### src/hdl/aoeu_pkg.sv
// Shared types, constants and rounding helpers for the Adam element update.
// Used by every module of the block; depends on nothing else.
`default_nettype none

package aoeu_pkg;

    localparam int ROW_ID_BITS  = 20;
    localparam int CFG_IDX_BITS = 3;

    localparam logic [31:0] FP_ONE  = 32'h3F80_0000;
    localparam logic [31:0] FP_QNAN = 32'h7FC0_0000;

    localparam logic [31:0] RST_BETA_FIRST  = 32'h3F66_6666;
    localparam logic [31:0] RST_BETA_SECOND = 32'h3F7F_BE77;
    localparam logic [31:0] RST_STEP_SIZE   = 32'h0000_0000;
    localparam logic [31:0] RST_CORR2_ROOT  = 32'h3F80_0000;
    localparam logic [31:0] RST_EPSILON     = 32'h322B_CC77;

    typedef enum logic [CFG_IDX_BITS-1:0] {
        CFG_BETA_FIRST  = 3'd0,
        CFG_BETA_SECOND = 3'd1,
        CFG_STEP_SIZE   = 3'd2,
        CFG_CORR2_ROOT  = 3'd3,
        CFG_EPSILON     = 3'd4
    } t_cfg_idx;

    typedef enum logic [1:0] {
        FC_NUM,
        FC_ZERO,
        FC_INF,
        FC_NAN
    } t_fcls;

    // Unit latencies in pipeline stages.
    localparam int DIV_STEPS  = 26;
    localparam int SQRT_STEPS = 25;
    localparam int LAT_MUL    = 2;
    localparam int LAT_ADD    = 2;
    localparam int LAT_DIV    = DIV_STEPS + 2;
    localparam int LAT_SQRT   = SQRT_STEPS + 2;

    // Stage at which each intermediate value is ready.
    localparam int T_C   = LAT_ADD;
    localparam int T_GM  = T_C + LAT_MUL;
    localparam int T_M   = T_GM + LAT_ADD;
    localparam int T_T   = T_GM + LAT_MUL;
    localparam int T_V   = T_T + LAT_ADD;
    localparam int T_LM  = T_M + LAT_MUL;
    localparam int T_S   = T_V + LAT_SQRT;
    localparam int T_D   = T_S + LAT_DIV;
    localparam int T_DEN = T_D + LAT_ADD;
    localparam int T_U   = T_DEN + LAT_DIV;
    localparam int T_W   = T_U + LAT_ADD;

    localparam int D_MB = T_GM - LAT_MUL;
    localparam int D_VB = T_T - LAT_MUL;
    localparam int D_M  = T_W - T_M;
    localparam int D_V  = T_W - T_V;
    localparam int D_LM = T_DEN - T_LM;

    typedef struct packed {
        logic [31:0]            weight;
        logic [31:0]            moment_first;
        logic [31:0]            moment_second;
        logic [ROW_ID_BITS-1:0] row;
        logic                   write;
    } t_result;

    // Round to nearest even and pack; results below the normal range flush to
    // a signed zero; an all-ones mantissa at exponent zero gives the smallest normal.
    function automatic logic [31:0] fp_round_pack(input logic sgn,
                                                  input logic signed [9:0] ex,
                                                  input logic [23:0] mant,
                                                  input logic guard,
                                                  input logic sticky);
        logic              up;
        logic [24:0]       mr;
        logic signed [9:0] er;
        logic [31:0]       res;
        up = guard & (sticky | mant[0]);
        mr = {1'b0, mant} + {24'd0, up};
        er = ex + $signed({9'd0, mr[24]});
        if (ex == 10'sd0 && (&mant)) begin
            res = {sgn, 8'd1, 23'd0};
        end else if (ex <= 10'sd0) begin
            res = {sgn, 31'd0};
        end else if (er >= 10'sd255) begin
            res = {sgn, 8'hFF, 23'd0};
        end else begin
            res = {sgn, er[7:0], mr[22:0]};
        end
        return res;
    endfunction

    function automatic logic [31:0] fp_select(input t_fcls cls, input logic sgn,
                                              input logic [31:0] num);
        logic [31:0] res;
        case (cls)
            FC_NAN:  res = FP_QNAN;
            FC_INF:  res = {sgn, 8'hFF, 23'd0};
            FC_ZERO: res = {sgn, 31'd0};
            default: res = num;
        endcase
        return res;
    endfunction

    function automatic logic [31:0] fp_canon(input logic [31:0] x);
        logic [31:0] res;
        res = x;
        if (x[30:23] == 8'hFF && x[22:0] != 23'd0) begin
            res = FP_QNAN;
        end
        return res;
    endfunction

endpackage

`default_nettype wire

### src/hdl/aoeu_fmul.sv
// Two-stage single-precision multiplier with flush-to-zero.
// Depends on aoeu_pkg for classes and rounding.
`default_nettype none

module aoeu_fmul import aoeu_pkg::*; (
    input  logic        i_clk,
    input  logic        i_en,
    input  logic [31:0] i_a,
    input  logic [31:0] i_b,
    output logic [31:0] o_y
);

    logic [7:0]        ea, eb;
    logic              za, zb, ia, ib, na, nb;
    t_fcls             n_cls, r_cls;
    logic              n_sgn, r_sgn;
    logic [47:0]       n_prod, r_prod;
    logic signed [9:0] n_ex, r_ex;
    logic [23:0]       mant;
    logic              guard, sticky;
    logic signed [9:0] ex2;
    logic [31:0]       n_y, r_y;

    always_comb begin
        ea = i_a[30:23];
        eb = i_b[30:23];
        za = (ea == 8'd0);
        zb = (eb == 8'd0);
        ia = (ea == 8'hFF) && (i_a[22:0] == 23'd0);
        ib = (eb == 8'hFF) && (i_b[22:0] == 23'd0);
        na = (ea == 8'hFF) && (i_a[22:0] != 23'd0);
        nb = (eb == 8'hFF) && (i_b[22:0] != 23'd0);
        n_sgn = i_a[31] ^ i_b[31];
        if (na || nb || (ia && zb) || (ib && za)) begin
            n_cls = FC_NAN;
        end else if (ia || ib) begin
            n_cls = FC_INF;
        end else if (za || zb) begin
            n_cls = FC_ZERO;
        end else begin
            n_cls = FC_NUM;
        end
        n_prod = {24'd0, 1'b1, i_a[22:0]} * {24'd0, 1'b1, i_b[22:0]};
        n_ex   = $signed({2'b00, ea}) + $signed({2'b00, eb}) - 10'sd127;
    end

    always_comb begin
        if (r_prod[47]) begin
            mant   = r_prod[47:24];
            guard  = r_prod[23];
            sticky = |r_prod[22:0];
            ex2    = r_ex + 10'sd1;
        end else begin
            mant   = r_prod[46:23];
            guard  = r_prod[22];
            sticky = |r_prod[21:0];
            ex2    = r_ex;
        end
        n_y = fp_select(r_cls, r_sgn, fp_round_pack(r_sgn, ex2, mant, guard, sticky));
    end

    always_ff @(posedge i_clk) begin
        if (i_en) begin
            r_cls  <= n_cls;
            r_sgn  <= n_sgn;
            r_prod <= n_prod;
            r_ex   <= n_ex;
            r_y    <= n_y;
        end
    end

    assign o_y = r_y;

endmodule

`default_nettype wire

### config.mk
export PLATFORM = sky130hd
export DESIGN_NAME = aoeu_fmul
export DESIGN_NICKNAME = d
export VERILOG_FILES = /design/src/hdl/aoeu_pkg.sv /design/src/hdl/aoeu_fmul.sv
export SDC_FILE = /design/constraint.sdc
export NUM_CORES = 2
export LEC_CHECK = 0
export BUFFER_PORTS_ARGS = -buffer_cell sky130_fd_sc_hd__buf_4
export CAP_MARGIN = 30
export CORE_MARGIN = 5
export CORE_UTILIZATION = 35
export DETAILED_ROUTE_END_ITERATION = 7
export HOLD_SLACK_MARGIN = 0.06
export PLACE_DENSITY_LB_ADDON = 0.08
export SYNTH_ARGS = -nofsm -noshare
export SYNTH_HDL_FRONTEND = slang
export SYNTH_SLANG_ARGS = --single-unit
### constraint.sdc
create_clock -name i_clk -period 11.7 [get_ports i_clk]
set_input_delay 2.925 -clock i_clk [delete_from_list [all_inputs] [get_ports i_clk]]
set_output_delay 2.925 -clock i_clk [all_outputs]
set_load 0.005 [all_outputs]
======== After elaboration in Yosys (flattened, before gate mapping) ========
Index checks and enable logic that the tools add are counted.
storage, ports and cells
  flip-flop bits (word level) ............. 93
  word-level logic and storage cells ...... 55
  bits of input ports ..................... 66
cells by class
  bitwise operators ....................... 3
  add/sub/neg operators ................... 5
  equal/unequal tests ..................... 5
  reduce and logical (&&, ||, !) cells .... 23
  multiplexer cells ....................... 10
  order comparisons ....................... 2
  $mul .................................... 1
operators with widths
  cell                                                                     number
  32-bit case mux with 3 select lines                                      1
  31-bit two-way mux                                                       3
  24-bit by 24-bit multiplier with 48-bit output                           1
  23-bit zero test                                                         2
  23-bit nonzero test                                                      2
  24-bit by 1-bit adder with 25-bit output                                 1
  24-bit two-way mux                                                       1
  24-bit AND reduction                                                     1
  23-bit OR reduction                                                      1
  22-bit OR reduction                                                      1
  8-bit == test (second input constant)                                    2
  8-bit zero test                                                          2
  10-bit by 2-bit adder with 10-bit output                                 1
  10-bit by 2-bit adder with 10-bit output (second input constant)         1
  10-bit by 9-bit >= comparator with 1-bit output (second input constant)  1
  10-bit by 1-bit <= comparator with 1-bit output (second input constant)  1
  10-bit zero test                                                         1
  10-bit two-way mux                                                       1
  9-bit by 7-bit subtractor with 10-bit output (second input constant)     1
  8-bit by 8-bit adder with 9-bit output                                   1
  1-bit logical AND                                                        7
  1-bit logical OR                                                         5
  2-bit == test (second input constant)                                    2
  1-bit two-way mux                                                        4
  other kinds (5)                                                          5

======== Logic depth before layout (Yosys ltp) ========
  word-level depth ........................ 11
  gate-level depth with buffers ........... 27
  gate-level depth less buffers ........... 25

======== Worst setup path before layout ========
Ideal clock, no wire load.
  kind .................................... in2reg
  from .................................... input i_a[18]
  to ...................................... register r_prod[44], data pin
  data required time ...................... 11.439 ns
  slack ................................... 2.292 ns
  cell stages on the path ................. 25
  setup time .............................. 0.261 ns
  data arrival time ....................... 9.147 ns
  path through ............................ clkbuf_1 > nand2_1 > fa_1 > inv_1 > fa_1 > inv_1 > fa_1 > fa_1 > inv_1 > fa_1 > fa_1 > inv_1 > fa_1 > inv_1 > ha_1 > buf_2 > a21oi_1 > o21ai_1 > or3_1 > a221o_1 > a2111oi_4 > or2_4 > o211ai_4 > and3_1 > a311o_1
on the way
  word-level cells in the longest chain between the ends .. 1
RTL lines
  element                                         RTL line         text
  start, declared                                 aoeu_fmul.sv:8   input logic [31:0] i_a,
  24-bit by 24-bit multiplier with 48-bit output  aoeu_fmul.sv:43  n_prod = {24'd0, 1'b1, i_a[22:0]} * {24'd0, 1'b1, i_b[22:0]};
  net n_prod[44]                                  aoeu_fmul.sv:17  logic [47:0] n_prod, r_prod;
  end signal, assigned                            aoeu_fmul.sv:66  r_prod <= n_prod;
  end, declared                                   aoeu_fmul.sv:17
The timed path passes the listed nets, and every way through them passes these cells.
A chain may end at the register's enable or synchronous reset.

======== Worst setup path after layout ========
  from .................................... input i_b[8]
  to ...................................... register r_prod[47], data pin
on the way
  word-level cells in the longest chain between the ends .. 1
RTL lines
  element                                         RTL line         text
  start, declared                                 aoeu_fmul.sv:9   input logic [31:0] i_b,
  24-bit by 24-bit multiplier with 48-bit output  aoeu_fmul.sv:43
  net n_prod[47]                                  aoeu_fmul.sv:17
The timed path passes the listed nets, and every way through them passes these cells.

==> summary.md <==
| Metric | Value |
|---|---|
| Outcome | completed |
| Detailed-route wire length | 71.36 mm |
| Largest area contributor in the netlist | fa_1 |
| Yosys top cell area share | 40.27% |
| Die width | 271.9 um |
| PostCTS Resize Cnt | 0 |
| Unrepaired setup endpoints after global routing | false |
| HPWL Detailed | 55.86 mm |
| Final Critical Period | 9.975 ns |
| Least-Margin Pin Slew | roughly 1.0 ns |
| Routed Antenna Nets | 0 |
| Sequential share of the synthesized area | 11.63% |
| CP Data Required Time | around 12 ns |
| Top-count cell post-synth | inv_1 |
| CP Class | in2reg |
| Crit path DAT | roughly 10 ns |
| Via density | 4.902 |
| R2r startpoint | r_prod[47] |
| CP max-delay cell | fa_1 |
| First-pass GRT wire length | 111.5 mm |
| Count of different cell masters after synthesis | 71 |
| Cell mode on critical path | fa_1 |
| Ratio of cells with drive above 1 in the final layout | 5.185% |
| Initial core utilization | 35.13% |
| Dpl cells | 3,489 |
| DR pass1 iterations | 5 |
| Synth area leaders | fa_1, edfxtp_1, ha_1 |
| Hold Crit Start | r_sgn |
| F_max | around 100 MHz |
| Vias in the first global route | 18,730 |
| Buffer count from post-CTS setup fixing | 0 |
| Row cnt | 96 |
| Fin util | between 30 and 40% |
| Clk root buf | clkbuf_16 |
| CP bufs+invs | 8 |
| Drc violations | 0 |
| Period utilization | between 80% and 90% |
| IO Port Bufs | slightly below 100 |
| Clk buf depth | 2 |
| Final Hold Fails | 0 |
| Layout Cells excl Fill | 3,506 |
| Net Count, Synth | 3,368 |
| Crit path max-delay family | adder cells |
| Syn Inst Count | 2,627 |
| Ys async rst share | 0% |
| Die area | 73,940 um^2 |
| Layout Nets | roughly 3,400 |
| Hold slack | 0.5343 ns |
| Depth of the CTS H-tree | 3 |
| Synth Warn # | 0 |
| Num CTS Buffers | 9 |
| Post-synth EDFFs | 93 |
| Largest stage delay, worst path | between 0.5 and 0.6 ns |
| Pins Over Slew Limit | 0 |
| Max-Cap Viols | 0 |
| CP Launch Point | i_b[8] |
| Mapped Area | 24,010 um^2 |
| Syn_area_per_cell | 9.139 um^2 |
| Io pins | 98 |
| Total GRT Usage | approximately 20% |
| CTS Hold Bufs | 0 |
| DR WL/cell | 20.35 um |
| Worst setup EP type | flip-flop |
| Largest net degree at the start of global routing | 70 |
| Maximum fanout along the worst path | 17 |
| Setup total negative slack | 0 ns |
| Vias | 17,190 |
| Max-slew headroom at the worst pin | 29.79% |
| Layout area overhead | 6.900% |
| Yosys reg bits | 93 |
| Clock-pin slew on the worst setup and hold paths | 0.07 ns |
| Most common library cells after synthesis | inv_1, fa_1, nand2_1 |
| Skew final | 0.007275 ns |
| Core area | 68,350 um^2 |
| Startpoint types | input port |
| Clock sinks | 93 |
| Gp weighted congestion | 0.8766 |
| Skew-Pair Late Insertion Delay | 0.35 ns |
| Initial DRC count | 801 |
| Worst hold path type | reg2reg |
| Congestion Overflow GR | 0 |
| Antenna violations before repair | 0 |
| Setup violators final | 0 |
| Primary flip-flop cell chosen by synthesis mapping | edfxtp_1 |
| Vertical die dimension | around 270 um |
| TritonCTS clock tree | yes |
## cells by family (layout without fill, tap and decap cells)
family                     count (synthesis)  count (layout)  synth area share, %
muxes                                     10              10               0.4377
DFF                                       93              93                11.63
buffers and inverters                    721             717                11.35
xor gates and xnor gates                  95              95                3.466
AOI/OAI and AO/OA                        207             207                5.831
and+or+nand+nor                          826             826                17.00
other                                      0               1                    0
adders and majority gates                675             675                50.28
## state kept, by name, summed over array words and instances, names as in the netlist
| name | cells |
|---|---|
| r_sgn | 1 |
| r_ex | 10 |
| o_y | 32 |
| r_cls | 2 |
| r_prod | 48 |
## final cells by class
type / instances / area [um^2]
antenna: 1 / 2.502
clock buffer: 9 / 225.2
clock inverter: 7 / 47.55
fill: 6999 / 42680
inverter: 602 / 2260
multi-input combinational: 1813 / 18490
sequential: 93 / 2793
tap: 882 / 1104
timing repair buffer: 99 / 743.2
## worst paths after layout
kind,to,slack [ns],depth (start not counted)
setup reg to reg,o_y[15],5.78,19
hold reg to reg,o_y[31],0.53,1
hold / removal,o_y[31],0.53,1
setup / recovery,r_prod[47],1.73,25
## through the flow
step,setup WS (ns),area [um^2]
4_1_cts,1.739,25660
3_5_place_dp,1.359,25390
3_3_place_gp,1.427,25390
2_1_floorplan,2.292,24010
6_report,1.725,25670
5_1_grt,1.379,25660
## per-layer routing
| layer | GRT usage (%) | part of all wire [%] |
|---|---|---|
| met2 | 31.87 | 45 |
| met4 | 4.385 | 2.3 |
| met1 | 27.59 | 46 |
| met5 | 0 | 0 |
| met3 | 3.418 | 5.8 |
## placed cells by master, fill, tap and decap left out, drive strengths merged, types with 20 or more instances in the layout
cell type | netlist | layout
inv | 599 | 602
fa | 483 | 483
nand2 | 332 | 332
and2 | 255 | 255
ha | 192 | 192
buf | 15 | 99
nor2 | 93 | 93
edfxtp | 93 | 93
a21oi | 75 | 75
xnor2 | 59 | 59
nand3 | 38 | 38
xor2 | 36 | 36
o21ai | 33 | 33
nor4 | 24 | 24
a21o | 20 | 20
Power is left out: the tool's default activity adds up to more than one toggle a clock period on the data nets, which glitch-free logic cannot reach.
