## src/hdl/aoeu_pkg.sv

```systemverilog
// Shared types, constants and rounding helpers for the Adam element update.
// Used by every module of the block; depends on nothing else.
`default_nettype none

package aoeu_pkg;

    localparam int ROW_ID_BITS  = 20;
    localparam int CFG_IDX_BITS = 3;

    localparam logic [31:0] FP_ONE  = 32'h3F80_0000;
    localparam logic [31:0] FP_QNAN = 32'h7FC0_0000;

    localparam logic [31:0] RST_BETA_FIRST  = 32'h3F66_6666;
    localparam logic [31:0] RST_BETA_SECOND = 32'h3F7F_BE77;
    localparam logic [31:0] RST_STEP_SIZE   = 32'h0000_0000;
    localparam logic [31:0] RST_CORR2_ROOT  = 32'h3F80_0000;
    localparam logic [31:0] RST_EPSILON     = 32'h322B_CC77;

    typedef enum logic [CFG_IDX_BITS-1:0] {
        CFG_BETA_FIRST  = 3'd0,
        CFG_BETA_SECOND = 3'd1,
        CFG_STEP_SIZE   = 3'd2,
        CFG_CORR2_ROOT  = 3'd3,
        CFG_EPSILON     = 3'd4
    } t_cfg_idx;

    typedef enum logic [1:0] {
        FC_NUM,
        FC_ZERO,
        FC_INF,
        FC_NAN
    } t_fcls;

    // Unit latencies in pipeline stages.
    localparam int DIV_STEPS  = 26;
    localparam int SQRT_STEPS = 25;
    localparam int LAT_MUL    = 2;
    localparam int LAT_ADD    = 2;
    localparam int LAT_DIV    = DIV_STEPS + 2;
    localparam int LAT_SQRT   = SQRT_STEPS + 2;

    // Stage at which each intermediate value is ready.
    localparam int T_C   = LAT_ADD;
    localparam int T_GM  = T_C + LAT_MUL;
    localparam int T_M   = T_GM + LAT_ADD;
    localparam int T_T   = T_GM + LAT_MUL;
    localparam int T_V   = T_T + LAT_ADD;
    localparam int T_LM  = T_M + LAT_MUL;
    localparam int T_S   = T_V + LAT_SQRT;
    localparam int T_D   = T_S + LAT_DIV;
    localparam int T_DEN = T_D + LAT_ADD;
    localparam int T_U   = T_DEN + LAT_DIV;
    localparam int T_W   = T_U + LAT_ADD;

    localparam int D_MB = T_GM - LAT_MUL;
    localparam int D_VB = T_T - LAT_MUL;
    localparam int D_M  = T_W - T_M;
    localparam int D_V  = T_W - T_V;
    localparam int D_LM = T_DEN - T_LM;

    typedef struct packed {
        logic [31:0]            weight;
        logic [31:0]            moment_first;
        logic [31:0]            moment_second;
        logic [ROW_ID_BITS-1:0] row;
        logic                   write;
    } t_result;

    // Round to nearest even and pack; results below the normal range flush to
    // a signed zero; an all-ones mantissa at exponent zero gives the smallest normal.
    function automatic logic [31:0] fp_round_pack(input logic sgn,
                                                  input logic signed [9:0] ex,
                                                  input logic [23:0] mant,
                                                  input logic guard,
                                                  input logic sticky);
        logic              up;
        logic [24:0]       mr;
        logic signed [9:0] er;
        logic [31:0]       res;
        up = guard & (sticky | mant[0]);
        mr = {1'b0, mant} + {24'd0, up};
        er = ex + $signed({9'd0, mr[24]});
        if (ex == 10'sd0 && (&mant)) begin
            res = {sgn, 8'd1, 23'd0};
        end else if (ex <= 10'sd0) begin
            res = {sgn, 31'd0};
        end else if (er >= 10'sd255) begin
            res = {sgn, 8'hFF, 23'd0};
        end else begin
            res = {sgn, er[7:0], mr[22:0]};
        end
        return res;
    endfunction

    function automatic logic [31:0] fp_select(input t_fcls cls, input logic sgn,
                                              input logic [31:0] num);
        logic [31:0] res;
        case (cls)
            FC_NAN:  res = FP_QNAN;
            FC_INF:  res = {sgn, 8'hFF, 23'd0};
            FC_ZERO: res = {sgn, 31'd0};
            default: res = num;
        endcase
        return res;
    endfunction

    function automatic logic [31:0] fp_canon(input logic [31:0] x);
        logic [31:0] res;
        res = x;
        if (x[30:23] == 8'hFF && x[22:0] != 23'd0) begin
            res = FP_QNAN;
        end
        return res;
    endfunction

endpackage

`default_nettype wire

```

## src/hdl/aoeu_fsqrt.sv

```systemverilog
// Pipelined single-precision square root, one root bit per stage.
// Depends on aoeu_pkg for classes, step count and rounding.
`default_nettype none

module aoeu_fsqrt import aoeu_pkg::*; (
    input  logic        i_clk,
    input  logic        i_en,
    input  logic [31:0] i_a,
    output logic [31:0] o_y
);

    logic [7:0]  ea;
    t_fcls       n_cls0;
    logic [24:0] mant2;
    logic [8:0]  n_ex0;

    logic [49:0]           r_rad  [0:SQRT_STEPS];
    logic [25:0]           r_rem  [0:SQRT_STEPS];
    logic [SQRT_STEPS-1:0] r_root [0:SQRT_STEPS];
    t_fcls                 r_cls  [0:SQRT_STEPS];
    logic                  r_sgn  [0:SQRT_STEPS];
    logic [8:0]            r_ex   [0:SQRT_STEPS];

    logic [27:0]           cur    [1:SQRT_STEPS];
    logic [27:0]           trial  [1:SQRT_STEPS];
    logic [25:0]           n_rem  [1:SQRT_STEPS];
    logic [SQRT_STEPS-1:0] n_root [1:SQRT_STEPS];

    logic [31:0] n_y, r_y;

    always_comb begin
        ea = i_a[30:23];
        if (ea == 8'hFF && i_a[22:0] != 23'd0) begin
            n_cls0 = FC_NAN;
        end else if (ea == 8'd0) begin
            n_cls0 = FC_ZERO;
        end else if (i_a[31]) begin
            n_cls0 = FC_NAN;
        end else if (ea == 8'hFF) begin
            n_cls0 = FC_INF;
        end else begin
            n_cls0 = FC_NUM;
        end
        // An even biased exponent means an odd true exponent: double the mantissa.
        mant2 = ea[0] ? {2'b01, i_a[22:0]} : {1'b1, i_a[22:0], 1'b0};
        n_ex0 = 9'(({1'b0, ea} + 9'd126 + {8'd0, ea[0]}) >> 1);
    end

    always_comb begin
        for (int i = 1; i <= SQRT_STEPS; i++) begin
            cur[i]   = {r_rem[i-1], r_rad[i-1][49:48]};
            trial[i] = {1'b0, r_root[i-1], 2'b01};
            if (cur[i] >= trial[i]) begin
                n_rem[i]  = 26'(cur[i] - trial[i]);
                n_root[i] = {r_root[i-1][SQRT_STEPS-2:0], 1'b1};
            end else begin
                n_rem[i]  = cur[i][25:0];
                n_root[i] = {r_root[i-1][SQRT_STEPS-2:0], 1'b0};
            end
        end
    end

    always_comb begin
        n_y = fp_select(r_cls[SQRT_STEPS], r_sgn[SQRT_STEPS],
                        fp_round_pack(1'b0, $signed({1'b0, r_ex[SQRT_STEPS]}),
                                      r_root[SQRT_STEPS][SQRT_STEPS-1:1],
                                      r_root[SQRT_STEPS][0],
                                      r_rem[SQRT_STEPS] != 26'd0));
    end

    always_ff @(posedge i_clk) begin
        if (i_en) begin
            r_rad[0]  <= {mant2, 25'd0};
            r_rem[0]  <= '0;
            r_root[0] <= '0;
            r_cls[0]  <= n_cls0;
            r_sgn[0]  <= i_a[31];
            r_ex[0]   <= n_ex0;
            for (int i = 1; i <= SQRT_STEPS; i++) begin
                r_rad[i]  <= {r_rad[i-1][47:0], 2'b00};
                r_rem[i]  <= n_rem[i];
                r_root[i] <= n_root[i];
                r_cls[i]  <= r_cls[i-1];
                r_sgn[i]  <= r_sgn[i-1];
                r_ex[i]   <= r_ex[i-1];
            end
            r_y <= n_y;
        end
    end

    assign o_y = r_y;

endmodule

`default_nettype wire

```

## config.mk

```make
export PLATFORM = sky130hd
export DESIGN_NAME = aoeu_fsqrt
export DESIGN_NICKNAME = d
export VERILOG_FILES = /design/src/hdl/aoeu_pkg.sv /design/src/hdl/aoeu_fsqrt.sv
export SDC_FILE = /design/constraint.sdc
export NUM_CORES = 2
export LEC_CHECK = 0
export BUFFER_PORTS_ARGS = -buffer_cell sky130_fd_sc_hd__buf_2
export CORE_MARGIN = 2
export CORE_UTILIZATION = 30
export DETAILED_ROUTE_END_ITERATION = 6
export GPL_ROUTABILITY_DRIVEN = 1
export HOLD_SLACK_MARGIN = 0.02
export SLEW_MARGIN = 10
export SYNTH_ARGS = -nofsm -noshare
export SYNTH_HDL_FRONTEND = slang
export SYNTH_SLANG_ARGS = --single-unit
```

## constraint.sdc

```tcl
create_clock -name i_clk -period 4.7 [get_ports i_clk]
set_input_delay 0 -clock i_clk [delete_from_list [all_inputs] [get_ports i_clk]]
set_output_delay 0 -clock i_clk [all_outputs]
set_load 0.1 [all_outputs]
```

## Word-level counts from Yosys, hierarchy flattened

Memory sizes are Yosys's and may differ from the RTL's.
Index checks and enable logic that the tools add are counted.

- Logic and storage cells: 137
- Memory bits (writable): 2886
- Latch bits: 0
- Memories kept: 6
- Output and inout bits: 32
- Register bits after elaboration: 32
- Input port bits: 34
- Bits in read-only memories: 0

Memories:

| name | depth | bits a word | read ports | clocked after Yosys merged registers in | write ports | RTL line | source |
|---|---|---|---|---|---|---|---|
| r_rad | 26 | 48 | 25 | 0 | 26 | aoeu_fsqrt.sv:17 | `logic [49:0] r_rad [0:SQRT_STEPS];` |
| r_rem | 26 | 26 | 26 | 0 | 26 | aoeu_fsqrt.sv:18 | `logic [25:0] r_rem [0:SQRT_STEPS];` |
| r_root | 26 | 25 | 26 | 0 | 26 | aoeu_fsqrt.sv:19 | `logic [SQRT_STEPS-1:0] r_root [0:SQRT_STEPS];` |
| r_ex | 26 | 9 | 26 | 0 | 26 | aoeu_fsqrt.sv:22 | `logic [8:0] r_ex [0:SQRT_STEPS];` |
| r_cls | 26 | 2 | 26 | 0 | 26 | aoeu_fsqrt.sv:20 | `t_fcls r_cls [0:SQRT_STEPS];` |
| r_sgn | 26 | 1 | 26 | 0 | 26 | aoeu_fsqrt.sv:21 | `logic r_sgn [0:SQRT_STEPS];` |

- Shifts and indexed selects: 0
- Bitwise gates (word level): 2
- Multiplexer cells: 61
- Reduce and logical (&&, ||, !) cells: 7
- Order comparisons: 27
- Equal/unequal tests: 4
- Divide/modulo/power cells: 0
- $mul: 0
- $add $sub $neg: 29

Operator list:

| kind | count |
|---|---|
| $ge A28 B27 Y1 | 25 |
| $mux W26 | 25 |
| $sub A26 B26 Y26 | 25 |
| $pmux W32 S3 | 1 |
| $mux W31 | 3 |
| $mux W1 | 27 |
| $reduce_bool A26 Y1 | 1 |
| $add A24 B1 Y25 | 1 |
| $mux W25 | 1 |
| $reduce_and A24 Y1 | 1 |
| $reduce_bool A23 Y1 | 1 |
| $add A9 B1 Y10 | 1 |
| $ge A10 B9 Y1 const B | 1 |
| $add A8 B7 Y9 const B | 1 |
| $add A9 B1 Y9 | 1 |
| $le A9 B1 Y1 const B | 1 |
| $logic_not A9 Y1 | 1 |
| $eq A8 B8 Y1 const B | 1 |
| $logic_not A8 Y1 | 1 |
| $mux W2 | 4 |
| $eq A2 B2 Y1 const B | 2 |
| $eq A2 B1 Y1 const B | 1 |
| $logic_and A1 B1 Y1 | 2 |
| $and A1 B1 Y1 | 1 |
| $or A1 B1 Y1 | 1 |

## Depth between registers and ports, before layout

An unclocked memory read counts as a cell.

- Depth in word-level cells: 11
- Mapped depth: 15
- Depth with buffers taken out: 13

## Worst setup path after synthesis

Ideal clock, no wire load.

- Path type: register to register
- Start point: memory r_rem[24][0], in the netlist r_rem[1][208]
- End point: memory r_rem[25][5], in the netlist r_rem[1][239], data pin
- Setup time: 260 ps
- Slack: 1231 ps
- Stages on the path, launching flop included: 13
- Data arrival time: 3210 ps
- Path buffers: 2
- Period minus slack after synthesis: 3469 ps
- Required time: 4440 ps
- Cells stage by stage: edfxtp_1 > ha_1 > fa_1 > a211oi_1 > nor2_1 > o31a_1 > a2bb2oi_1 > a31o_2 > a41oi_1 > a21o_1 > buf_2 > buf_2 > mux2_2

RTL lines:

| element | RTL line |
|---|---|
| from (decl) | aoeu_fsqrt.sv:18 |

==> flow_summary.json <==
{
  "status": "finished, final reports clean",
  "finalNetCount": 5874,
  "cts_tree": "built",
  "path_class": "reg -> reg",
  "rr_startpoint": "r_rem[1][130]",
  "yosysSeqAreaShare": 0.626,
  "vias": 40187,
  "cts_resized": 0,
  "crit_fanout": 19,
  "synth_top_area_frac": 0.626,
  "cts_buffer_depth": 3,
  "whs_ns": 0.102,
  "cts_buffers": 148,
  "placed_cell_area_um2": 72000,
  "yosysUniqueCellTypes": 89,
  "synthTopCellsByCount": "edfxtp_1 (1415), inv_1 (427), nand2_1 (357)",
  "slew_violations": 0,
  "start_util": 0.302,
  "die_area_um2": 230000,
  "end_kind": "flip-flop",
  "slew_headroom": 0.226,
  "drt_iter0_drc": 2535,
  "rsz0062_at_grt": "no",
  "stdcell_count": 8600,
  "grt_pass1_vias": 40739,
  "die_w_um": 480,
  "fin_crit_sh": 0.856,
  "synth_nets": 5653,
  "cts.sinks": 1415,
  "grt_max_degree": 149,
  "synth_edf_count": 1415,
  "htree_levels": 4,
  "worstPathCellList": "ha_1 > fa_1 > a21oi_1 > o21ai_0 > a21oi_1 > a21boi_1 > a211oi_1 > o211ai_1 > a21oi_2 > buf_12 > mux2_2",
  "overflow": 0,
  "antenna_found_initial": 4,
  "rrSetupSlack_ns": 0.68,
  "finalWeightedCongestion": 0.885,
  "ant_nets": 0,
  "grtUsageTotal": 0.106,
  "clock-root-buffer": "clkbuf_16",
  "pre_cts_slack_ns": 0.646,
  "drv_cap": 0,
  "tns_ns": 0,
  "grt_first_pass_wirelength_mm": 203,
  "syn_area_um2": 67900,
  "endpoint": "r_rem[1][161]",
  "max_stage_delay_ns": 0.54,
  "clk_latency_ns": 0.78,
  "drt-wirelength-per-cell_um": 14.3,
  "io-pin-count": 66,
  "ys_ff_latch": 1415,
  "synth_area_leaders": "edfxtp_1 (63%), ha_1 (6.2%), xor2_1 (3.1%)",
  "arrival_ns": 4.53,
  "yosysMostFrequentCell": "edfxtp_1",
  "final_area_um2": 77500,
  "placedCellCount": 8278,
  "finalHoldViolCount": 0,
  "worst_slack_ns": 0.678,
  "p_leak_nw": 28.7,
  "worstSetupStartpointType": "flip-flop",
  "rr_worst_depth": 11,
  "post_drt_via_cell_ratio": 4.67,
  "fin_util": 0.345,
  "setup_violations": 0,
  "place.detailed.hpwl_mm": 87.3,
  "post-route-drc-count": 0,
  "ys_warn_count": 0,
  "worstReg2RegEnd": "r_rem[1][161]",
  "drtPass1Iterations": 7,
  "row_count": 174,
  "avgSynthCellArea_um2": 12.9,
  "worst_path_most_repeated_cell": "a21oi_1",
  "async_flop_share": 0,
  "setup.worst_path.start": "r_rem[1][130]",
  "fin_skew_ns": 0.0599,
  "die_h_um": 480,
  "cp.required_ns": 5.21,
  "period_needed_ns": 4.02,
  "synth_cells": 5272,
  "areaGrowthSynthToFinish_pct": 14.2,
  "peakVddDrop_mv": 0.341,
  "core-area_um2": 225000,
  "worstMarginPinSlew_ns": 1.15,
  "path_clk_slew_ns": 0.06,
  "worstHoldPathType": "in -> reg",
  "yosys.area.top_type": "edfxtp_1",
  "p_per_area_nw_per_um2": 448,
  "port_buffers": 65,
  "drive_gt1_frac": 0.0917,
  "fin_total_pwr_mw": 34.7,
  "synth-main-ff-cell": "edfxtp_1",
  "fmax_mhz": 249,
  "slowest_stage": "a211oi_1",
  "routed_wl_mm": 123
}
## how the worst min path moves through the flow
stage | from | to | slack, ns | cells after the start
2_1_floorplan | i_a[31] | r_sgn[0][0] | 0.1 | 0
3_3_place_gp | i_a[22] | r_rad[0][46] | 0.31 | 2
3_5_place_dp | i_a[22] | r_rad[0][46] | 0.31 | 2
4_1_cts | i_a[20] | r_rad[0][44] | 0.03 | 3
5_1_grt | i_a[5] | r_rad[0][28] | 0.06 | 3
6_report | i_a[5] | r_rad[0][28] | 0.10 | 3
## placed cells by master, fill, tap and decap left out, types with 21 or more instances in the layout
cell	synthesis	final
nor2b_1	41	41
a21o_1	106	106
nor3_1	128	127
nor2_1	307	307
edfxtp_1	1415	1415
xnor2_1	228	228
or3_1	59	59
ha_1	334	334
a211oi_1	42	42
inv_1	427	427
or4_1	31	31
o21a_1	68	68
a31oi_1	30	29
and3_1	31	31
o211ai_1	21	21
o21bai_1	35	35
or2_2	34	34
nand4_1	35	35
nand2_1	357	357
o31ai_1	42	40
nand2b_1	49	49
clkbuf_16	0	149
buf_2	16	64
nor4_1	71	71
xor2_1	244	244
clkinv_1	0	30
nand3b_1	24	24
and2_1	25	25
a21oi_1	282	281
nand3_1	85	85
mux2_2	132	132
buf_4	2	32
clkinv_2	0	24
o21ai_0	279	279
clkbuf_1	68	26
dlygate4sd3_1	0	57
## final cells by class
class,instances,area (µm²)
fill,21527,147000
sequential,1415,42500
multi-input combinational,3336,23400
clock buffer,175,3830
tap,2992,3740
inverter,428,1610
timing repair buffer,164,1350
clock inverter,89,1060
antenna,1,2.50
## cells by family after synthesis
group | Yosys count | share of synthesized area
flip-flops | 1415 | 0.626
AND/OR/NAND/NOR | 1335 | 0.0981
AO/OA/AOI/OAI | 1040 | 0.0965
buffers and inverters | 521 | 0.0295
XOR/XNOR | 472 | 0.0609
adder cells (fa/ha/maj) | 347 | 0.0654
multiplexers | 141 | 0.0232
other | 1 | 0.0000553
## critical path: cells and delay by family, from the launching register on
kind                     cells  cell delay [ns]
AO/OA/AOI/OAI                7             2.02
adder cells (fa/ha/maj)      2             0.70
buffers and inverters        1             0.21
flip-flops                   1             0.47
multiplexers                 1             0.34
## power breakdown
| part | switching, mW | total (mW) | internal [mW] |
|---|---|---|---|
| registers | 0.876 | 16.7 | 15.8 |
| clock network | 4.92 | 11.7 | 6.76 |
| logic | 3.52 | 6.31 | 2.79 |
| total | 9.32 | 34.7 | 25.4 |
## sequential cells by signal, summed over array words and instances, names as in the netlist
signal	flops
r_rem	603
r_cls	52
r_root	325
r_rad	169
r_sgn	26
o_y	32
r_ex	208
## timing repair
| action | CTS | global route |
|---|---|---|
| endpoints found under the hold margin | 141 | 0 |
| setup buffers | 0 | 0 |
| hold buffers | 57 | 0 |
## per-layer routing
| metal | global-route usage | vias to the layer above | wire [µm] |
|---|---|---|---|
| met5 | 0 | - | 0 |
| met4 | 0.0406 | 0 | 4040 |
| met1 | 0.123 | 19198 | 52000 |
| met2 | 0.193 | 714 | 63100 |
| li1 | - | 20000 | - |
| met3 | 0.0194 | 275 | 4250 |
Note: power is estimated with default switching activity, not from simulation.
