**src/hdl/aoeu_pkg.sv**
```systemverilog
// Shared types, constants and rounding helpers for the Adam element update.
// Used by every module of the block; depends on nothing else.
`default_nettype none

package aoeu_pkg;

    localparam int ROW_ID_BITS  = 20;
    localparam int CFG_IDX_BITS = 3;

    localparam logic [31:0] FP_ONE  = 32'h3F80_0000;
    localparam logic [31:0] FP_QNAN = 32'h7FC0_0000;

    localparam logic [31:0] RST_BETA_FIRST  = 32'h3F66_6666;
    localparam logic [31:0] RST_BETA_SECOND = 32'h3F7F_BE77;
    localparam logic [31:0] RST_STEP_SIZE   = 32'h0000_0000;
    localparam logic [31:0] RST_CORR2_ROOT  = 32'h3F80_0000;
    localparam logic [31:0] RST_EPSILON     = 32'h322B_CC77;

    typedef enum logic [CFG_IDX_BITS-1:0] {
        CFG_BETA_FIRST  = 3'd0,
        CFG_BETA_SECOND = 3'd1,
        CFG_STEP_SIZE   = 3'd2,
        CFG_CORR2_ROOT  = 3'd3,
        CFG_EPSILON     = 3'd4
    } t_cfg_idx;

    typedef enum logic [1:0] {
        FC_NUM,
        FC_ZERO,
        FC_INF,
        FC_NAN
    } t_fcls;

    // Unit latencies in pipeline stages.
    localparam int DIV_STEPS  = 26;
    localparam int SQRT_STEPS = 25;
    localparam int LAT_MUL    = 2;
    localparam int LAT_ADD    = 2;
    localparam int LAT_DIV    = DIV_STEPS + 2;
    localparam int LAT_SQRT   = SQRT_STEPS + 2;

    // Stage at which each intermediate value is ready.
    localparam int T_C   = LAT_ADD;
    localparam int T_GM  = T_C + LAT_MUL;
    localparam int T_M   = T_GM + LAT_ADD;
    localparam int T_T   = T_GM + LAT_MUL;
    localparam int T_V   = T_T + LAT_ADD;
    localparam int T_LM  = T_M + LAT_MUL;
    localparam int T_S   = T_V + LAT_SQRT;
    localparam int T_D   = T_S + LAT_DIV;
    localparam int T_DEN = T_D + LAT_ADD;
    localparam int T_U   = T_DEN + LAT_DIV;
    localparam int T_W   = T_U + LAT_ADD;

    localparam int D_MB = T_GM - LAT_MUL;
    localparam int D_VB = T_T - LAT_MUL;
    localparam int D_M  = T_W - T_M;
    localparam int D_V  = T_W - T_V;
    localparam int D_LM = T_DEN - T_LM;

    typedef struct packed {
        logic [31:0]            weight;
        logic [31:0]            moment_first;
        logic [31:0]            moment_second;
        logic [ROW_ID_BITS-1:0] row;
        logic                   write;
    } t_result;

    // Round to nearest even and pack; results below the normal range flush to
    // a signed zero; an all-ones mantissa at exponent zero gives the smallest normal.
    function automatic logic [31:0] fp_round_pack(input logic sgn,
                                                  input logic signed [9:0] ex,
                                                  input logic [23:0] mant,
                                                  input logic guard,
                                                  input logic sticky);
        logic              up;
        logic [24:0]       mr;
        logic signed [9:0] er;
        logic [31:0]       res;
        up = guard & (sticky | mant[0]);
        mr = {1'b0, mant} + {24'd0, up};
        er = ex + $signed({9'd0, mr[24]});
        if (ex == 10'sd0 && (&mant)) begin
            res = {sgn, 8'd1, 23'd0};
        end else if (ex <= 10'sd0) begin
            res = {sgn, 31'd0};
        end else if (er >= 10'sd255) begin
            res = {sgn, 8'hFF, 23'd0};
        end else begin
            res = {sgn, er[7:0], mr[22:0]};
        end
        return res;
    endfunction

    function automatic logic [31:0] fp_select(input t_fcls cls, input logic sgn,
                                              input logic [31:0] num);
        logic [31:0] res;
        case (cls)
            FC_NAN:  res = FP_QNAN;
            FC_INF:  res = {sgn, 8'hFF, 23'd0};
            FC_ZERO: res = {sgn, 31'd0};
            default: res = num;
        endcase
        return res;
    endfunction

    function automatic logic [31:0] fp_canon(input logic [31:0] x);
        logic [31:0] res;
        res = x;
        if (x[30:23] == 8'hFF && x[22:0] != 23'd0) begin
            res = FP_QNAN;
        end
        return res;
    endfunction

endpackage

`default_nettype wire

```
**src/hdl/aoeu_fdiv.sv**
```systemverilog
// Pipelined single-precision divider, one restoring quotient bit per stage.
// Depends on aoeu_pkg for classes, step count and rounding.
`default_nettype none

module aoeu_fdiv import aoeu_pkg::*; (
    input  logic        i_clk,
    input  logic        i_en,
    input  logic [31:0] i_a,
    input  logic [31:0] i_b,
    output logic [31:0] o_y
);

    logic [7:0]        ea, eb;
    logic              za, zb, ia, ib, na, nb;
    t_fcls             n_cls0;
    logic signed [9:0] n_ex0;

    logic [24:0]          r_rem [0:DIV_STEPS];
    logic [DIV_STEPS-1:0] r_q   [0:DIV_STEPS];
    logic [23:0]          r_dvs [0:DIV_STEPS];
    t_fcls                r_cls [0:DIV_STEPS];
    logic                 r_sgn [0:DIV_STEPS];
    logic signed [9:0]    r_ex  [0:DIV_STEPS];

    logic [24:0]          n_rem [1:DIV_STEPS];
    logic [DIV_STEPS-1:0] n_q   [1:DIV_STEPS];

    logic [23:0]       mant;
    logic              guard, sticky;
    logic signed [9:0] ex2;
    logic [31:0]       n_y, r_y;

    always_comb begin
        ea = i_a[30:23];
        eb = i_b[30:23];
        za = (ea == 8'd0);
        zb = (eb == 8'd0);
        ia = (ea == 8'hFF) && (i_a[22:0] == 23'd0);
        ib = (eb == 8'hFF) && (i_b[22:0] == 23'd0);
        na = (ea == 8'hFF) && (i_a[22:0] != 23'd0);
        nb = (eb == 8'hFF) && (i_b[22:0] != 23'd0);
        if (na || nb || (za && zb) || (ia && ib)) begin
            n_cls0 = FC_NAN;
        end else if (ia || zb) begin
            n_cls0 = FC_INF;
        end else if (za || ib) begin
            n_cls0 = FC_ZERO;
        end else begin
            n_cls0 = FC_NUM;
        end
        n_ex0 = $signed({2'b00, ea}) - $signed({2'b00, eb}) + 10'sd127;
    end

    always_comb begin
        for (int i = 1; i <= DIV_STEPS; i++) begin
            if (r_rem[i-1] >= {1'b0, r_dvs[i-1]}) begin
                n_rem[i] = (r_rem[i-1] - {1'b0, r_dvs[i-1]}) << 1;
                n_q[i]   = {r_q[i-1][DIV_STEPS-2:0], 1'b1};
            end else begin
                n_rem[i] = r_rem[i-1] << 1;
                n_q[i]   = {r_q[i-1][DIV_STEPS-2:0], 1'b0};
            end
        end
    end

    // The top quotient bit has weight one; a quotient below one takes one
    // more bit from the bottom and one less from the exponent.
    always_comb begin
        if (r_q[DIV_STEPS][DIV_STEPS-1]) begin
            mant   = r_q[DIV_STEPS][DIV_STEPS-1:DIV_STEPS-24];
            guard  = r_q[DIV_STEPS][DIV_STEPS-25];
            sticky = r_q[DIV_STEPS][0] | (r_rem[DIV_STEPS] != 25'd0);
            ex2    = r_ex[DIV_STEPS];
        end else begin
            mant   = r_q[DIV_STEPS][DIV_STEPS-2:DIV_STEPS-25];
            guard  = r_q[DIV_STEPS][0];
            sticky = (r_rem[DIV_STEPS] != 25'd0);
            ex2    = r_ex[DIV_STEPS] - 10'sd1;
        end
        n_y = fp_select(r_cls[DIV_STEPS], r_sgn[DIV_STEPS],
                        fp_round_pack(r_sgn[DIV_STEPS], ex2, mant, guard, sticky));
    end

    always_ff @(posedge i_clk) begin
        if (i_en) begin
            r_rem[0] <= {2'b01, i_a[22:0]};
            r_q[0]   <= '0;
            r_dvs[0] <= {1'b1, i_b[22:0]};
            r_cls[0] <= n_cls0;
            r_sgn[0] <= i_a[31] ^ i_b[31];
            r_ex[0]  <= n_ex0;
            for (int i = 1; i <= DIV_STEPS; i++) begin
                r_rem[i] <= n_rem[i];
                r_q[i]   <= n_q[i];
                r_dvs[i] <= r_dvs[i-1];
                r_cls[i] <= r_cls[i-1];
                r_sgn[i] <= r_sgn[i-1];
                r_ex[i]  <= r_ex[i-1];
            end
            r_y <= n_y;
        end
    end

    assign o_y = r_y;

endmodule

`default_nettype wire

```
**config.mk**
```make
export PLATFORM = sky130hd
export DESIGN_NAME = aoeu_fdiv
export DESIGN_NICKNAME = d
export VERILOG_FILES = /design/src/hdl/aoeu_pkg.sv /design/src/hdl/aoeu_fdiv.sv
export SDC_FILE = /design/constraint.sdc
export NUM_CORES = 2
export LEC_CHECK = 0
export BUFFER_PORTS_ARGS = -buffer_cell sky130_fd_sc_hd__clkbuf_2
export CAP_MARGIN = 20
export CORE_AREA = 3 3 636 638
export CTS_BUF_LIST = sky130_fd_sc_hd__clkbuf_8
export DETAILED_ROUTE_END_ITERATION = 16
export DIE_AREA = 0 0 639 641
export PLACE_DENSITY = 0.45
export RECOVER_POWER = 50
export SYNTH_ARGS = -nofsm -noshare
export SYNTH_HDL_FRONTEND = slang
export SYNTH_SLANG_ARGS = --single-unit
```
**constraint.sdc**
```tcl
create_clock -name i_clk -period 7.4 [get_ports i_clk]
set_input_delay 1.11 -clock i_clk [delete_from_list [all_inputs] [get_ports i_clk]]
set_output_delay 1.11 -clock i_clk [all_outputs]
set_load 0.02 [all_outputs]
```
# Word-level counts from Yosys, hierarchy flattened
# Memory sizes are Yosys's and may differ from the RTL's.
# Index checks and enable logic that the tools add are counted.
dict set report totals {
  reg_bits 32
  ram_bits 2376
  input_bits 66
  output_inout_bits 32
  word_cells 161
  memories 6
}
# name words width rd rd_clocked_by_memory_dff write_ports line
set memory_table {}
lappend memory_table {r_q 27 26 27 0 27 aoeu_fdiv.sv:19} ;# logic [DIV_STEPS-1:0] r_q [0:DIV_STEPS];
lappend memory_table {r_rem 27 25 27 0 27 aoeu_fdiv.sv:18} ;# logic [24:0] r_rem [0:DIV_STEPS];
lappend memory_table {r_dvs 27 24 26 0 27 aoeu_fdiv.sv:20} ;# logic [23:0] r_dvs [0:DIV_STEPS];
lappend memory_table {r_ex 27 10 27 0 27 aoeu_fdiv.sv:23} ;# logic signed [9:0] r_ex [0:DIV_STEPS];
lappend memory_table {r_cls 27 2 27 0 27 aoeu_fdiv.sv:21} ;# t_fcls r_cls [0:DIV_STEPS];
lappend memory_table {r_sgn 27 1 27 0 27 aoeu_fdiv.sv:22} ;# logic r_sgn [0:DIV_STEPS];
dict set report op_classes {
  n_addsub 31
  magnitude_cmp 28
  eq_ne 5
  mux 65
  bitwise_logic 4
  n_reduce_logical 21
}
# cell n
set ops {}
lappend ops {{$ge A25 B24 Y1} 26}
lappend ops {{$mux W25} 26}
lappend ops {{$sub A24 B24 Y24} 26}
lappend ops {{$pmux W32 S3} 1}
lappend ops {{$mux W31} 3}
lappend ops {{$logic_not A23 Y1} 2}
lappend ops {{$reduce_bool A23 Y1} 2}
lappend ops {{$mux W1} 31}
lappend ops {{$add A24 B1 Y25} 1}
lappend ops {{$reduce_bool A25 Y1} 1}
lappend ops {{$mux W24} 1}
lappend ops {{$reduce_and A24 Y1} 1}
lappend ops {{$eq A8 B8 Y1 const B} 2}
lappend ops {{$logic_not A8 Y1} 2}
lappend ops {{$add A10 B2 Y10} 1}
lappend ops {{$add A9 B8 Y10 const B} 1}
lappend ops {{$ge A10 B9 Y1 const B} 1}
lappend ops {{$le A10 B1 Y1 const B} 1}
lappend ops {{$logic_not A10 Y1} 1}
lappend ops {{$mux W10} 1}
lappend ops {{$sub A10 B2 Y10 const B} 1}
lappend ops {{$sub A8 B8 Y9} 1}
lappend ops {{$logic_and A1 B1 Y1} 7}
lappend ops {{$logic_or A1 B1 Y1} 5}
lappend ops {{6 further kinds} 9}

# Longest topological paths before layout
# An unclocked memory read counts as a cell.
dict set report logic_depth {
  ltp_word 13
  depth_mapped 21
  ltp_nobuf 15
}

# Worst setup path before layout
# OpenSTA, ideal clock, no wires.
dict set report synth_path {
  kind {register to register}
  from {memory r_q[26][25], in the netlist r_q[1][285]}
  to {register r_y[0], in the netlist o_y[0], data pin}
  setup_time_ns 0.281
  arrival_time_ns 4.998
  required_ns 7.119
  setup_slack_ns 2.121
  path_stages_with_launch 21
  path_buffers 6
  period_less_slack_ns 5.279
  path_cell_list {edfxtp_1 clkbuf_1 buf_1 clkbuf_1 clkbuf_1 buf_1 nand2_1 nand2_1 ha_1 nand2_1 nor3_1 nand2_1 nor3_1 ha_1 ha_1 xnor2_1 or4b_1 o41a_4 o21bai_4 buf_6 a211oi_2}
}
# item line
set synth_lines {}
lappend synth_lines {{start: declaration} aoeu_fdiv.sv:19}
lappend synth_lines {{end signal: assignment} aoeu_fdiv.sv:100} ;# r_y <= n_y;
lappend synth_lines {{end: declaration} aoeu_fdiv.sv:31} ;# logic [31:0] n_y, r_y;

==> impl_metrics.env <==
export IMPL_status="finished, violations left"
export IMPL_violations="max-capacitance violations, max-slew violations"
export IMPL_worst_path_max_fanout=31
export IMPL_cts_max_level=5
export IMPL_hp_start="i_b[7]"
export IMPL_grt_ovfl_total=0
export IMPL_min_period_over_period_pct=74.2
export IMPL_drt_initial_drc_count=3627
export IMPL_fin_util_pct=28.4
export IMPL_finalPower_mw=45.7
export IMPL_num_rows=232
export IMPL_fp_dieArea_sq_um=410000
export IMPL_yosysWarnings=0
export IMPL_final_area_sq_um=113000
export IMPL_layout_commonest_cell="edfxtp_1"
export IMPL_place_ws_ns=1.82
export IMPL_rsz0062_at_grt="false"
export IMPL_p_int_mw=29.2
export IMPL_setup_slack_ns=1.91
export IMPL_portBuffers=97
export IMPL_critPathLaunchType="register"
export IMPL_core_sq_um=399000
export IMPL_grt_max_degree=175
export IMPL_cts_sinks=1979
export IMPL_slowest_delay_ns=1.04
export IMPL_dpl_hpwl_um=169000
export IMPL_switching_share_pct=36.2
export IMPL_hold_end="r_dvs[0][7]$_DFFE_PP_"
export IMPL_clk_pin_slew_worst_paths_ns=0.06
export IMPL_post_cts_repair_setup_buffers=0
export IMPL_combPwrFrac_pct=39.9
export IMPL_cp_end_kind="register"
export IMPL_critical_path_cell_chain="and2_1, o21ai_0, or3_1, nor3_1, nand2_1, nor3_1, ha_1, ha_1, xnor2_1, or4b_1, o41a_4, o21bai_4, nor2_1"
export IMPL_finalNonFillerCells=14000
export IMPL_r2r_start="r_q[1][285]$_DFFE_PP_"
export IMPL_worstSetupPathType="register to register"
export IMPL_hold_violations=0
export IMPL_place_congestion=0.874
export IMPL_grtUsageTotal_pct=11.1
export IMPL_wire_per_inst_um=16.6
export IMPL_clk_root_buffer_cell="clkbuf_8"
export IMPL_min_period_ns=5.49
export IMPL_multi_input_area_sq_um=36800
export IMPL_ir_drop_mv=0.150
export IMPL_areaGrowthSynthToFinish_pct=13.9
export IMPL_p_leak_nw=43.7
export IMPL_layout_nets=9185
export IMPL_clock_latency_ns=1.02
export IMPL_fmax_ghz=0.182
export IMPL_antenna_found_initial=2
export IMPL_layout_common_cells="1979 x edfxtp_1, 881 x inv_1, 611 x ha_1, 579 x a21oi_1, 528 x nand2_1"
export IMPL_cts_tree="done"
export IMPL_synth_edff_count=1979
export IMPL_crit_slowest_cell="edfxtp_1"
export IMPL_final_setup_skew_ns=0.0886
export IMPL_grt_pass1_wl_um=362000
export IMPL_yosysUniqueCellTypes=85
export IMPL_grt_use_met2_pct=19.6
export IMPL_ios=98
export IMPL_finalWirelength_um=233000
export IMPL_vias=62600
export IMPL_reg2regPathDepth=13
export IMPL_grt_pass1_vias=63600
export IMPL_cp_required_ns=8.09
export IMPL_ant_nets=0
export IMPL_yosysSeqAreaShare_pct=59.7
export IMPL_vias_per_cell=4.46
export IMPL_drv_cap=12
export IMPL_ys_ff_latch=1979
export IMPL_synth_nets=8798
export IMPL_cp_arrival_ns=6.18
export IMPL_placed_area_sq_um=107000
export IMPL_finalSetupTns_ns=0
export IMPL_r2r_setup_slack_ns=1.91
export IMPL_regArea_sq_um=59400
export IMPL_synthFlopType="edfxtp_1"
export IMPL_drive_gt1_share_pct=10.1
export IMPL_power_switching_mw=16.5
export IMPL_synth_area_sq_um=99600
export IMPL_hold_path_class="input port to register"
export IMPL_holdWs_ns=0.329
export IMPL_grt_use_met3_pct=1.77
export IMPL_maxSlewHeadroom_pct=-283
export IMPL_worst_slew_pin_slew_ns=5.74
export IMPL_grt_use_met1_pct=13.0
export IMPL_gr_max_usage_layer="met2"
export IMPL_finalSetupViolations=0
export IMPL_dr_pass1_iters=7
export IMPL_postCtsHoldBufs=0
export IMPL_timing_rr_end="o_y[9]$_DFFE_PP_"
export IMPL_holdPathStages=1
export IMPL_powerDensity_nw_per_um2=403
export IMPL_initial_utilization_pct=25.0
export IMPL_slew_viol_final=1115
export IMPL_die_width_um=639
export IMPL_syn_avg_cell_area_sq_um=12.3
export IMPL_nFillCells=40500
export IMPL_synthCells=8094
export IMPL_clockBufferDepth=4
export IMPL_synth_async_reset_ratio_pct=0
export IMPL_remaining_drc_errors=0
export IMPL_p_clk_share_pct=22.0
export IMPL_p_seq_share_pct=38.0
export IMPL_post_cts_resized=0
export IMPL_die_h_um=641
export IMPL_dpl_cell_count=13400
export IMPL_numCtsBuffers=365
kinds of logic (layout without fill, tap and decap cells):
logic type	after synthesis	count (layout)	synth area share (%)
AO/OA/AOI/OAI	1902	1902	12.0
XOR/XNOR	495	495	4.35
adder cells (fa/ha/maj)	638	638	8.22
buffers and inverters	916	1585	3.50
flip-flops	1979	1979	59.7
multiplexers	296	296	3.31
other	0	1	0
AND/OR/NAND/NOR	1868	1868	8.95
flip-flops by register name, summed over array words and instances, names as in the netlist:
| register | count |
|---|---|
| o_y | 32 |
| r_cls | 54 |
| r_dvs | 598 |
| r_ex | 270 |
| r_q | 351 |
| r_rem | 647 |
| r_sgn | 27 |
worst max-delay path, delay by kind of cell, from the launching register on:
family	cells	cell delay, ns
adders and majority gates	2	0.48
and+or+nand+nor	7	2.46
AOI/OAI and AO/OA	3	1.13
xor gates and xnor gates	1	0.10
DFF	1	1.04
how the worst max path moves through the flow:
stage,startpoint,endpoint,cells after the start
2_1_floorplan,r_q[1][285]$_DFFE_PP_,o_y[0]$_DFFE_PP_,20
3_3_place_gp,r_q[1][285]$_DFFE_PP_,o_y[22]$_DFFE_PP_,13
3_5_place_dp,r_q[1][285]$_DFFE_PP_,o_y[22]$_DFFE_PP_,13
4_1_cts,r_q[1][285]$_DFFE_PP_,o_y[22]$_DFFE_PP_,13
5_1_grt,r_q[1][285]$_DFFE_PP_,o_y[22]$_DFFE_PP_,14
6_report,r_q[1][285]$_DFFE_PP_,o_y[9]$_DFFE_PP_,13
routing by layer:
metal  up-vias  routed length, um  part of all wire [%]
met5         -                 11                0.0047
met4         2              10700                   4.6
met3       509               9000                   3.9
met2      1223             116000                    50
met1     30100              97100                    42
li1      30800                  -                     -
cells in the mapped netlist, types with 122 or more instances:
cell / instances / area (sq um)
o21ai_0: 485 / 2430
mux2_2: 268 / 3020
inv_1: 782 / 2940
nand2_1: 528 / 1980
nand2b_1: 122 / 763
xnor2_1: 318 / 2790
a21o_1: 201 / 1510
ha_1: 611 / 7640
edfxtp_1: 1979 / 59400
a21oi_1: 582 / 2910
xor2_1: 177 / 1550
nor2_1: 520 / 1950
power groups by stage:
stage          registers, mW  logic [mW]  clock network, mW
3_5_place_dp            17.6        18.1                  0
5_1_grt                 17.6        20.4               11.1
4_1_cts                 17.4        18.3               10.6
3_3_place_gp            17.6        17.9                  0
2_1_floorplan           16.7        14.0                  0
6_report                17.4        18.2               10.1
layout make-up:
class                      instances  share of cell area, %
antenna                            1                0.00220
inverter                         783                   2.59
multi-input combinational       5199                   32.4
tap                             5265                   5.80
sequential                      1979                   52.4
clock inverter                   279                   1.57
clock buffer                     370                   4.49
timing repair buffer             153                  0.756
Note: power is estimated with default switching activity, not from simulation.
